$ cat config.mk
export PLATFORM = sky130hd
export DESIGN_NAME = uart_baud_divisor_unit_flat
export DESIGN_NICKNAME = d
export VERILOG_FILES = /design/src/rtl/ubd_pkg.sv /design/src/rtl/ubd_if.sv /design/src/rtl/uart_baud_divisor_unit.sv /design/src/rtl/ubd_div_cell.sv /design/src/rtl/ubd_post.sv /design/src/flat_wrapper.sv
export SDC_FILE = /design/constraint.sdc
export NUM_CORES = 2
export LEC_CHECK = 0
export ABC_AREA = 1
export BUFFER_PORTS_ARGS = -buffer_cell sky130_fd_sc_hd__buf_2
export CAP_MARGIN = 20
export CORE_MARGIN = 2
export CORE_UTILIZATION = 25
export DETAILED_ROUTE_END_ITERATION = 8
export HOLD_SLACK_MARGIN = 0.08
export PLACE_DENSITY_LB_ADDON = 0.15
export SYNTH_ARGS = -nofsm -noshare
export SYNTH_HDL_FRONTEND = slang
export SYNTH_SLANG_ARGS = --single-unit
$ cat constraint.sdc
create_clock -name clock -period 26.6 [get_ports clock]
set_input_delay 6.65 -clock clock [delete_from_list [all_inputs] [get_ports clock]]
set_output_delay 6.65 -clock clock [all_outputs]
set_load 0.02 [all_outputs]
$ cat src/rtl/ubd_pkg.sv
// Shared widths, constants and types for the baud divisor unit.
`default_nettype none
package ubd_pkg;

   localparam int BAUD_W   = 24;
   localparam int CLK_W    = 28;
   localparam int QUOT_W   = 33;
   localparam int REM_W    = 26;
   localparam int WORD_W   = 16;
   localparam int STATUS_W = 2;
   localparam int MANT_W   = 12;
   localparam int FRAC_W   = 4;
   localparam int LOW_W    = 19;
   localparam int REM100_W = 7;
   localparam int TERM_W   = 11;

   localparam logic [CLK_W-1:0]  CLOCK_RESET_HZ = CLK_W'(16000000);
   localparam logic [QUOT_W-1:0] CLOCK_SCALE    = QUOT_W'(25);

   // scaled divisor at or above this gives a mantissa over 12 bits
   localparam logic [QUOT_W-1:0] SAT_LIMIT = QUOT_W'(409600);

   // reciprocal of 100, exact for values below SAT_LIMIT
   localparam int                RECIP_MANT_W     = 20;
   localparam logic [RECIP_MANT_W-1:0] RECIP_MANT = RECIP_MANT_W'(671089);
   localparam int                RECIP_MANT_SHIFT = 26;

   // reciprocal of 100, exact for the rounding term range
   localparam int                RECIP_FRAC_W     = 12;
   localparam logic [RECIP_FRAC_W-1:0] RECIP_FRAC = RECIP_FRAC_W'(2622);
   localparam int                RECIP_FRAC_SHIFT = 18;

   localparam logic [REM100_W-1:0] HUNDRED    = REM100_W'(100);
   localparam logic [TERM_W-1:0]   ROUND_BIAS = TERM_W'(50);

   localparam logic [FRAC_W-1:0] FRAC_MASK_8  = FRAC_W'(4'h7);
   localparam logic [FRAC_W-1:0] FRAC_MASK_16 = FRAC_W'(4'hF);
   localparam logic [MANT_W-1:0] MANT_MAX     = MANT_W'(4095);

   localparam logic [STATUS_W-1:0] STATUS_OK        = 2'd0;
   localparam logic [STATUS_W-1:0] STATUS_BAUD_ZERO = 2'd1;
   localparam logic [STATUS_W-1:0] STATUS_SATURATED = 2'd2;

   // one request in flight through the divider chain
   typedef struct packed {
      logic [REM_W-1:0]  rem;
      logic [QUOT_W-1:0] work;
      logic [REM_W-1:0]  divisor;
      logic              over8;
      logic              zero;
   } ubd_div_type;

endpackage
`default_nettype wire

$ cat src/rtl/ubd_if.sv
// Request, response and register write channels of the baud divisor unit.
`default_nettype none
interface ubd_req_if;
   import ubd_pkg::*;
   logic              valid;
   logic              ready;
   logic [BAUD_W-1:0] baud_rate;
   logic              oversample_by_8;
   modport source (output valid, baud_rate, oversample_by_8, input ready);
   modport sink   (input valid, baud_rate, oversample_by_8, output ready);
endinterface

interface ubd_rsp_if;
   import ubd_pkg::*;
   logic                valid;
   logic                ready;
   logic [WORD_W-1:0]   divisor_word;
   logic [STATUS_W-1:0] status;
   modport source (output valid, divisor_word, status, input ready);
   modport sink   (input valid, divisor_word, status, output ready);
endinterface

interface ubd_csr_if;
   import ubd_pkg::*;
   logic             valid;
   logic             ready;
   logic [CLK_W-1:0] clock_hz;
   modport source (output valid, clock_hz, input ready);
   modport sink   (input valid, clock_hz, output ready);
endinterface
`default_nettype wire

$ cat src/rtl/uart_baud_divisor_unit.sv
// Top level of the UART baud divisor unit: clock register, divider chain, post stages.
//
//  channel   direction  handshake      payload
//  req_ch    in         valid/ready    baud_rate[23:0], oversample_by_8
//  rsp_ch    out        valid/ready    divisor_word[15:0], status[1:0]
//  csr_ch    in         valid/ready    clock_hz[27:0]
//
// One request per cycle is accepted while the response channel is not stalled; each passes
// through 33 division cells, one quotient bit each, then three stages for the mantissa,
// the rounded fraction and the output register.
// Reset clears the stage valid bits and loads clock_hz with 16000000.
// Every stage advances when it is empty or the stage after it moves, so a stalled
// response only holds back stages that are full; bubbles still fill.
`default_nettype none
module uart_baud_divisor_unit (
   input  wire logic  clock,
   input  wire logic  reset,
   ubd_req_if.sink    req_ch,
   ubd_rsp_if.source  rsp_ch,
   ubd_csr_if.sink    csr_ch
);
   import ubd_pkg::*;

   logic [CLK_W-1:0] clock_hz_ff;
   logic [CLK_W-1:0] clock_hz_in;

   logic        stage_valid [0:QUOT_W];
   logic        stage_ready [0:QUOT_W];
   ubd_div_type stage_data  [0:QUOT_W];
   ubd_div_type load_data;

   assign csr_ch.ready = 1'b1;
   assign clock_hz_in  = csr_ch.valid ? csr_ch.clock_hz : clock_hz_ff;

   always_ff @(posedge clock) begin
      if (reset) begin
         clock_hz_ff <= CLOCK_RESET_HZ;
      end else begin
         clock_hz_ff <= clock_hz_in;
      end
   end

   // load the dividend 25*clock and the divisor 2*baud or 4*baud
   always_comb begin
      load_data.rem  = '0;
      load_data.work = QUOT_W'(clock_hz_ff) * CLOCK_SCALE;
      if (req_ch.oversample_by_8) begin
         load_data.divisor = REM_W'(req_ch.baud_rate) << 1;
      end else begin
         load_data.divisor = REM_W'(req_ch.baud_rate) << 2;
      end
      load_data.over8 = req_ch.oversample_by_8;
      load_data.zero  = (req_ch.baud_rate == '0);
   end

   assign stage_data[0]  = load_data;
   assign stage_valid[0] = req_ch.valid;
   assign req_ch.ready   = stage_ready[0];

   for (genvar i = 0; i < QUOT_W; i++) begin : g_cell
      ubd_div_cell u_cell (
         .clock      (clock),
         .reset      (reset),
         .up_valid   (stage_valid[i]),
         .up_ready   (stage_ready[i]),
         .up_data    (stage_data[i]),
         .down_valid (stage_valid[i+1]),
         .down_ready (stage_ready[i+1]),
         .down_data  (stage_data[i+1])
      );
   end

   ubd_post u_post (
      .clock       (clock),
      .reset       (reset),
      .up_valid    (stage_valid[QUOT_W]),
      .up_ready    (stage_ready[QUOT_W]),
      .up_data     (stage_data[QUOT_W]),
      .down_valid  (rsp_ch.valid),
      .down_ready  (rsp_ch.ready),
      .down_word   (rsp_ch.divisor_word),
      .down_status (rsp_ch.status)
   );
endmodule
`default_nettype wire

$ cat src/rtl/ubd_div_cell.sv
// One restoring-division cell: resolves one quotient bit per request.
`default_nettype none
module ubd_div_cell (
   input  wire logic                clock,
   input  wire logic                reset,
   input  wire logic                up_valid,
   output logic                     up_ready,
   input  wire ubd_pkg::ubd_div_type up_data,
   output logic                     down_valid,
   input  wire logic                down_ready,
   output ubd_pkg::ubd_div_type     down_data
);
   import ubd_pkg::*;

   logic              valid_ff;
   ubd_div_type       data_ff;
   ubd_div_type       data_in;
   logic [REM_W:0]    shifted;
   logic [REM_W+1:0]  diff;
   logic              ge;

   always_comb begin
      shifted = {up_data.rem, up_data.work[QUOT_W-1]};
      diff    = {1'b0, shifted} - {2'b00, up_data.divisor};
      ge      = ~diff[REM_W+1];
      data_in = up_data;
      data_in.rem  = ge ? diff[REM_W-1:0] : shifted[REM_W-1:0];
      data_in.work = {up_data.work[QUOT_W-2:0], ge};
   end

   // advance when this slot is empty or its contents move on
   assign up_ready = ~valid_ff | down_ready;

   always_ff @(posedge clock) begin
      if (reset) begin
         valid_ff <= 1'b0;
      end else if (up_ready) begin
         valid_ff <= up_valid;
      end
   end

   always_ff @(posedge clock) begin
      if (up_ready) begin
         data_ff <= data_in;
      end
   end

   assign down_valid = valid_ff;
   assign down_data  = data_ff;
endmodule
`default_nettype wire

$ cat src/rtl/ubd_post.sv
// Split the scaled divisor into mantissa and rounded fraction, pack the word.
`default_nettype none
module ubd_post (
   input  wire logic                      clock,
   input  wire logic                      reset,
   input  wire logic                      up_valid,
   output logic                           up_ready,
   input  wire ubd_pkg::ubd_div_type      up_data,
   output logic                           down_valid,
   input  wire logic                      down_ready,
   output logic [ubd_pkg::WORD_W-1:0]     down_word,
   output logic [ubd_pkg::STATUS_W-1:0]   down_status
);
   import ubd_pkg::*;

   localparam int MANT_PROD_W = RECIP_MANT_W + LOW_W;
   localparam int FRAC_PROD_W = RECIP_FRAC_W + TERM_W;

   // stage 1: saturation check and mantissa by reciprocal
   logic                 v1_ff;
   logic                 adv1;
   logic [LOW_W-1:0]     low1_ff;
   logic [MANT_W-1:0]    mant1_ff;
   logic                 sat1_ff, zero1_ff, over81_ff;
   logic [MANT_PROD_W-1:0] mant_prod;

   // stage 2: hundredths remainder and rounding term
   logic                 v2_ff;
   logic                 adv2;
   logic [MANT_W-1:0]    mant2_ff;
   logic [TERM_W-1:0]    term2_ff;
   logic                 sat2_ff, zero2_ff, over82_ff;
   logic [LOW_W-1:0]     hund_prod;
   logic [REM100_W-1:0]  rem100;
   logic [TERM_W-1:0]    term_in;

   // stage 3: fraction and packed word, output register
   logic                 v3_ff;
   logic                 adv3;
   logic [WORD_W-1:0]    word3_ff;
   logic [STATUS_W-1:0]  status3_ff;
   logic [FRAC_PROD_W-1:0] frac_prod;
   logic [FRAC_W-1:0]    fmask;
   logic [FRAC_W-1:0]    frac;
   logic [WORD_W-1:0]    word_in;
   logic [STATUS_W-1:0]  status_in;

   assign adv3 = ~v3_ff | down_ready;
   assign adv2 = ~v2_ff | adv3;
   assign adv1 = ~v1_ff | adv2;
   assign up_ready = adv1;

   assign mant_prod = MANT_PROD_W'(up_data.work[LOW_W-1:0]) * MANT_PROD_W'(RECIP_MANT);

   always_comb begin
      hund_prod = LOW_W'(mant1_ff) * LOW_W'(HUNDRED);
      rem100    = REM100_W'(low1_ff - hund_prod);
      if (over81_ff) begin
         term_in = (TERM_W'(rem100) << 3) + ROUND_BIAS;
      end else begin
         term_in = (TERM_W'(rem100) << 4) + ROUND_BIAS;
      end
   end

   always_comb begin
      frac_prod = FRAC_PROD_W'(term2_ff) * FRAC_PROD_W'(RECIP_FRAC);
      fmask     = over82_ff ? FRAC_MASK_8 : FRAC_MASK_16;
      frac      = frac_prod[RECIP_FRAC_SHIFT +: FRAC_W] & fmask;
      if (zero2_ff) begin
         word_in   = '0;
         status_in = STATUS_BAUD_ZERO;
      end else if (sat2_ff) begin
         word_in   = {MANT_MAX, fmask};
         status_in = STATUS_SATURATED;
      end else begin
         word_in   = {mant2_ff, frac};
         status_in = STATUS_OK;
      end
   end

   always_ff @(posedge clock) begin
      if (reset) begin
         v1_ff <= 1'b0;
         v2_ff <= 1'b0;
         v3_ff <= 1'b0;
      end else begin
         if (adv1) v1_ff <= up_valid;
         if (adv2) v2_ff <= v1_ff;
         if (adv3) v3_ff <= v2_ff;
      end
   end

   always_ff @(posedge clock) begin
      if (adv1) begin
         low1_ff   <= up_data.work[LOW_W-1:0];
         mant1_ff  <= mant_prod[RECIP_MANT_SHIFT +: MANT_W];
         sat1_ff   <= (up_data.work >= SAT_LIMIT);
         zero1_ff  <= up_data.zero;
         over81_ff <= up_data.over8;
      end
      if (adv2) begin
         mant2_ff  <= mant1_ff;
         term2_ff  <= term_in;
         sat2_ff   <= sat1_ff;
         zero2_ff  <= zero1_ff;
         over82_ff <= over81_ff;
      end
      if (adv3) begin
         word3_ff   <= word_in;
         status3_ff <= status_in;
      end
   end

   assign down_valid  = v3_ff;
   assign down_word   = word3_ff;
   assign down_status = status3_ff;
endmodule
`default_nettype wire
$ cat src/flat_wrapper.sv
// flat-port wrapper written by rule: the top's interface ports become plain ports
module uart_baud_divisor_unit_flat import ubd_pkg::*;
  (clock, reset, req_ch_valid, req_ch_baud_rate, req_ch_oversample_by_8, req_ch_ready, rsp_ch_valid, rsp_ch_divisor_word, rsp_ch_status, rsp_ch_ready, csr_ch_valid, csr_ch_clock_hz, csr_ch_ready);
  ubd_req_if req_ch_i ();
  ubd_rsp_if rsp_ch_i ();
  ubd_csr_if csr_ch_i ();
  input  wire logic clock;
  input  wire logic reset;
  input wire logic [$bits(req_ch_i.valid)-1:0] req_ch_valid;
  input wire logic [$bits(req_ch_i.baud_rate)-1:0] req_ch_baud_rate;
  input wire logic [$bits(req_ch_i.oversample_by_8)-1:0] req_ch_oversample_by_8;
  output wire logic [$bits(req_ch_i.ready)-1:0] req_ch_ready;
  output wire logic [$bits(rsp_ch_i.valid)-1:0] rsp_ch_valid;
  output wire logic [$bits(rsp_ch_i.divisor_word)-1:0] rsp_ch_divisor_word;
  output wire logic [$bits(rsp_ch_i.status)-1:0] rsp_ch_status;
  input wire logic [$bits(rsp_ch_i.ready)-1:0] rsp_ch_ready;
  input wire logic [$bits(csr_ch_i.valid)-1:0] csr_ch_valid;
  input wire logic [$bits(csr_ch_i.clock_hz)-1:0] csr_ch_clock_hz;
  output wire logic [$bits(csr_ch_i.ready)-1:0] csr_ch_ready;
  assign req_ch_i.valid = req_ch_valid;
  assign req_ch_i.baud_rate = req_ch_baud_rate;
  assign req_ch_i.oversample_by_8 = req_ch_oversample_by_8;
  assign req_ch_ready = req_ch_i.ready;
  assign rsp_ch_valid = rsp_ch_i.valid;
  assign rsp_ch_divisor_word = rsp_ch_i.divisor_word;
  assign rsp_ch_status = rsp_ch_i.status;
  assign rsp_ch_i.ready = rsp_ch_ready;
  assign csr_ch_i.valid = csr_ch_valid;
  assign csr_ch_i.clock_hz = csr_ch_clock_hz;
  assign csr_ch_ready = csr_ch_i.ready;
  uart_baud_divisor_unit u_core (.clock(clock), .reset(reset), .req_ch(req_ch_i), .rsp_ch(rsp_ch_i), .csr_ch(csr_ch_i));
endmodule
## Yosys cells after proc, flatten, opt, wreduce, memory -nomap -nowiden

Index checks and enable logic that the tools add are counted.
W data, S select, Z words.

- Register bits: 2949
- Output and inout port bits: 21
- Word-level logic and storage cells: 398

- Add/sub/neg operators: 36
- Multiply operators: 4
- Order comparisons: 1
- Mux-type cells: 37
- Bitwise operators: 106
- Reduce and logical (&&, ||, !) cells: 1

Operator list:

| cell | count |
|---|---|
| $sub A27 B26 Y28 | 32 |
| $mux W26 | 32 |
| $not A1 Y1 | 69 |
| $mul A19 B20 Y38 const B | 1 |
| $or A1 B1 Y1 | 36 |
| $ge A33 B19 Y1 const B | 1 |
| $mul A28 B5 Y33 const B | 1 |
| $sub A1 B26 Y27 | 1 |
| $logic_not A24 Y1 | 1 |
| $mul A11 B11 Y21 const B | 1 |
| $mux W16 | 1 |
| $mul A12 B5 Y5 const B | 1 |
| $add A10 B6 Y11 const B | 1 |
| $add A11 B6 Y11 const B | 1 |
| $mux W11 | 1 |
| $sub A7 B7 Y7 | 1 |
| $and A4 B4 Y4 | 1 |
| $mux W4 | 1 |
| $mux W2 | 1 |
| $mux W1 | 1 |

## Longest topological paths before layout

- Depth in word-level cells: 37
- Depth in mapped cells: 27

## Cells and area by module

From an unflattened synthesis, not the netlist that was laid out.

- Cell total of the unflattened synthesis: 21578
- Area, all modules: 181033.6 sq um

By module, submodules not included:

| module | instances | cells each | area each (sq um) | sequential area each (sq um) |
|---|---|---|---|---|
| ubd_div_cell (u_core.g_cell[10].u_cell ...) | 19 | 587 | 4973.5 | 2632.5 |
| ubd_div_cell (u_core.g_cell[28].u_cell ...) | 13 | 587 | 4969.8 | 2632.5 |
| ubd_post | 1 | 1408 | 11862.6 | 1951.9 |
| ubd_div_cell (u_core.g_cell[0].u_cell) | 1 | 585 | 5054.8 | 2632.5 |
| uart_baud_divisor_unit | 1 | 801 | 5012.3 | 560.5 |

## Least setup slack after synthesis

No wires, ideal clock.

- Path kind: input -> output
- Start: input rsp_ch_ready
- End: output req_ch_ready
- Arrival: 17.907 ns
- Slack: 2.043 ns
- Stages: 18
- Buffers on the path: 0
- Cells stage by stage: inv_1 -> nand4_4 -> nor3_4 -> nand4_4 -> nor2_4 -> nand4_4 -> nor2_4 -> nand4_4 -> nor2_4 -> nand4_4 -> nor2_4 -> nand4_4 -> nor2_4 -> nand4_4 -> nor2_4 -> nand4_4 -> nor2_8 -> nand4_4

- Cells in the longest elaborated chain, start to end: 36

RTL lines:

| element | RTL line | RTL |
|---|---|---|
| start: declaration | flat_wrapper.sv:16 | `input wire logic [$bits(rsp_ch_i.ready)-1:0] rsp_ch_ready;` |
| $or A1 B1 Y1 | ubd_post.sv:48 | `assign adv3 = ~v3_ff \| down_ready;` |
| $or A1 B1 Y1 | ubd_post.sv:49 | `assign adv2 = ~v2_ff \| adv3;` |
| $or A1 B1 Y1 | ubd_post.sv:50 | `assign adv1 = ~v1_ff \| adv2;` |
| via u_core.g_cell[32].u_cell.down_ready | ubd_div_cell.sv:10 | `input wire logic down_ready,` |
| $or A1 B1 Y1 (5 in series) | ubd_div_cell.sv:32 | `assign up_ready = ~valid_ff \| down_ready;` |
| via u_core.g_cell[27].u_cell.down_ready | ubd_div_cell.sv:10 |  |
| $or A1 B1 Y1 (4 in series) | ubd_div_cell.sv:32 |  |
| via u_core.g_cell[23].u_cell.down_ready | ubd_div_cell.sv:10 |  |
| [4 not listed] | - |  |
| via u_core.g_cell[19].u_cell.down_ready | ubd_div_cell.sv:10 |  |
| [4 not listed] | - |  |
| via u_core.g_cell[15].u_cell.down_ready | ubd_div_cell.sv:10 |  |
| $or A1 B1 Y1 (4 in series) | ubd_div_cell.sv:32 |  |
| via u_core.g_cell[11].u_cell.down_ready | ubd_div_cell.sv:10 |  |
| $or A1 B1 Y1 (4 in series) | ubd_div_cell.sv:32 |  |
| via u_core.g_cell[7].u_cell.down_ready | ubd_div_cell.sv:10 |  |
| $or A1 B1 Y1 (4 in series) | ubd_div_cell.sv:32 |  |
| via u_core.g_cell[3].u_cell.down_ready | ubd_div_cell.sv:10 |  |
| $or A1 B1 Y1 (4 in series) | ubd_div_cell.sv:32 |  |
| end: declaration | flat_wrapper.sv:12 | `output wire logic [$bits(req_ch_i.ready)-1:0] req_ch_ready;` |

The timed path passes the listed nets, and every way through them passes these cells.

## Worst setup path after layout

Ends and elaborated chain as after synthesis.

==> metrics.md <==
| Metric | Value |
|---|---|
| Layout cell share with drive strength beyond 1 | `~5.8%` |
| Data required, critical path | `about 20 ns` |
| Area grow syn2layout | `14.80%` |
| H-tree levels | `5` |
| Worst Hold End | `u_core.g_cell[3].u_cell.down_data[59]` |
| Critical Path End Type | `output port` |
| Maxcap violations | `0` |
| Syn avg cell area | `12.33 um^2` |
| GP Congestion | `approximately 0.74` |
| Number of synthesized register bits | `approximately 2900` |
| Worst-path clk slew | `~0.060 ns` |
| WL met2 | `~130000 um` |
| Hold depth | `0` |
| Number of flops mapped to enable cells by yosys | `about 2800` |
| DR vias | `between 70000 and 80000` |
| Final hold violations | `0` |
| DRC viols | `0` |
| Drt via density | `about 4` |
| Tot GR Track Use | `9.166%` |
| Startpoint Class | `primary input` |
| F_max | `~46 MHz` |
| Synth cell types | `between 50 and 60` |
| Clock skew | `around 0.066 ns` |
| Sequential share of the synthesized area | `about three fifths` |
| Core area | `about 550000 um^2` |
| Mapped cell area | `138700 um^2` |
| CTS max path bufs | `4` |
| Post-Layout Cell Count | `19125` |
| Status | `completed` |
| Hold-fix buffers, CTS | `0` |
| WS Path Type | `primary input to output port` |
| Syn Inst Count | `11245` |
| Wirelength per Cell | `between 10 and 15 um` |
| Synth area leaders | `edfxtp_1 (61%), ha_1 (10%), a21oi_1 (5.7%)` |
| Worst slew pin tran | `between 1 and 1.5 ns` |
| WHS | `around 0.36 ns` |
| Hpwl dp | `between 150000 and 200000 um` |
| Post-synthesis async set-or-reset flop share | `0%` |
| Clk root buf | `clkbuf_16` |
| Reg2Reg Depth | `19` |
| M1 wire length | `111700 um` |
| Placed cell count | `around 18000` |
| Syn. warnings | `0` |
| WL final | `roughly 260000 um` |
| Most frequent cells after synthesis | `edfxtp_1 (2818), inv_1 (1590), a21oi_1 (1578), ha_1 (1126), nand2_1 (955)` |
| Initial antenna violation count | `3` |
| Area share of the largest cell type after synthesis | `a little over 60%` |
| Main synth FF type | `edfxtp_1` |
| Global-route wire length before repair | `~420000 um` |
| Die Y | `about 750 um` |
| HP Class | `flop to flop` |
| Setup Viol. Count Final | `0` |
| Pre-antenna DRT Iters | `7` |
| Period utilization | `81.76%` |
| TritonCTS sink count | `between 2000 and 3000` |
| Largest area contributor in the netlist | `edfxtp_1` |
| Met3 wire length | `a little under 8000 um` |
| Count leader, synth | `edfxtp_1` |
| RR Startpoint | `u_core.u_post.down_valid` |
| RSZ-0062 raised after global routing | `false` |
| IO buf count | `77` |
| Nets | `about 13000` |
| TritonCTS clock tree | `done` |
| CP Max Fanout | `40` |
| ANT nets after route | `0` |
| Largest net degree at the start of global routing | `slightly below 90` |
| Initial DRC count | `a little over 3000` |
| Initial Utilization | `25.09%` |
| Worst reg-to-reg setup slack | `around 17 ns` |
| Hold_sp | `u_core.g_cell[2].u_cell.down_data[58]` |
| Fin crit period | `between 20 and 25 ns` |
| Critical Path AT | `around 15 ns` |
| Rows | `approximately 270` |
| CTS buffer count | `around 340` |
| Final setup TNS | `0 ns` |
| Post_cts resized | `0` |
| GRT overflow | `0` |
| Clock latency on the worst-skew pair | `0.95 ns` |
| Die area | `approximately 560000 um^2` |
| Post-CTS Setup Inserts | `0` |
| Top layer used by detailed routing | `met4` |
| Die width | `roughly 750 um` |
| Vias in the first global route | `between 70000 and 80000` |
| Ports | `between 70 and 80` |
| FF-to-FF End | `u_core.g_cell[0].u_cell.down_data[78]` |
| Max-slew headroom | `29.69%` |
| Slew Viols, Final | `0` |
## sequential cells by signal, indices dropped and copies added, names as in the netlist
name,count
u_core.u_post.sat2_ff,1
u_core.u_post.over82_ff,1
u_core.u_post.v2_ff,1
u_core.u_post.zero1_ff,1
u_core.u_post.v1_ff,1
u_core.u_post.mant1_ff,12
u_core.g_cell.u_cell.down_valid,33
u_core.u_post.down_status,2
u_core.g_cell.u_cell.down_data,2755
u_core.u_post.down_word,16
u_core.u_post.zero2_ff,1
u_core.u_post.sat1_ff,1
u_core.u_post.term2_ff,8
u_core.clock_hz_ff,28
u_core.u_post.low1_ff,7
u_core.u_post.down_valid,1
u_core.u_post.over81_ff,1
u_core.u_post.mant2_ff,12
## layout make-up
class	count	area, um^2
Inverter	1592	5987
Antenna cell	2	5.005
Clock buffer	438	9144
Sequential cell	2882	85900
Tap cell	7287	9117
Multi-Input combinational cell	6589	46240
Timing Repair Buffer	147	1031
Clock inverter	188	1780
Fill cell	56298	393500
## metal layers
metal	global-route usage [%]	vias up
met1	10.90	35360
met5	0	-
met4	2.748	0
met2	16.89	665
li1	-	39970
met3	1.452	433
## cell usage in the layout (no fill, tap or decap), types with 25 or more instances in the layout
cell	synthesis	layout
xnor2_1	421	421
ha_1	1126	1126
a21oi_1	1578	1578
o21ai_0	276	276
a21o_1	27	27
inv_1	1590	1581
dfxtp_1	64	64
a211oi_1	30	30
clkbuf_16	0	346
nor3_1	25	25
o21bai_1	110	110
bufinv_16	0	25
xor2_1	344	344
edfxtp_1	2818	2818
clkinv_2	0	69
nand3_1	264	258
buf_2	24	77
clkinv_1	1	69
clkbuf_1	137	78
nor2_1	935	935
fa_1	205	205
nand4_1	51	51
nand2_1	955	944
o21ai_1	71	71
buf_4	1	64
## metrics by stage
stage	worst slack [ns]	util [%]	area [um^2]
after floorplan	2.043	-	138700
after global placement	4.583	26.80	148100
after detailed placement	4.372	26.80	148100
after CTS	4.371	28.78	159000
after global routing	3.858	28.81	159200
final	4.851	28.81	159200
## worst max-delay path by stage
stage / start / end / slack [ns] / cells past startpoint
floorplan: rsp_ch_ready / req_ch_ready / 2.04 / 18
global placement: rsp_ch_ready / req_ch_ready / 4.58 / 21
detailed placement: rsp_ch_ready / req_ch_ready / 4.37 / 21
CTS: rsp_ch_ready / req_ch_ready / 4.37 / 21
global route: rsp_ch_ready / req_ch_ready / 3.86 / 21
finish: rsp_ch_ready / req_ch_ready / 4.85 / 21
## logic make-up after synthesis
kind of cell    synth area share [%]
flops                          61.95
simple gates                   6.715
compound gates                 8.489
buf+inv                        4.856
fa+ha+maj                      13.12
xor+xnor                       4.832
mux                          0.03880
other cells                 0.005416
## worst max-delay path, cell delays in order
cell and delay [ns]:
buf_2 0.10, inv_1 0.12, nand4_4 0.41, nor3_4 0.39, nand4_4 0.57, nor2_4 0.48, nand4_4 0.47, nor2_4 0.41
nand4_4 0.46, nor2_4 0.41, nand4_4 0.63, nor2_4 0.49, nand4_4 0.10, buf_4 0.31, nor2_4 0.30, nand4_4 0.72
nor2_4 0.53, nand4_4 0.43, nor2_8 0.32, nand4_4 0.36, buf_2 0.31
Power is left out: the tool's default activity adds up to more than one toggle a clock period on the data nets, which glitch-free logic cannot reach.
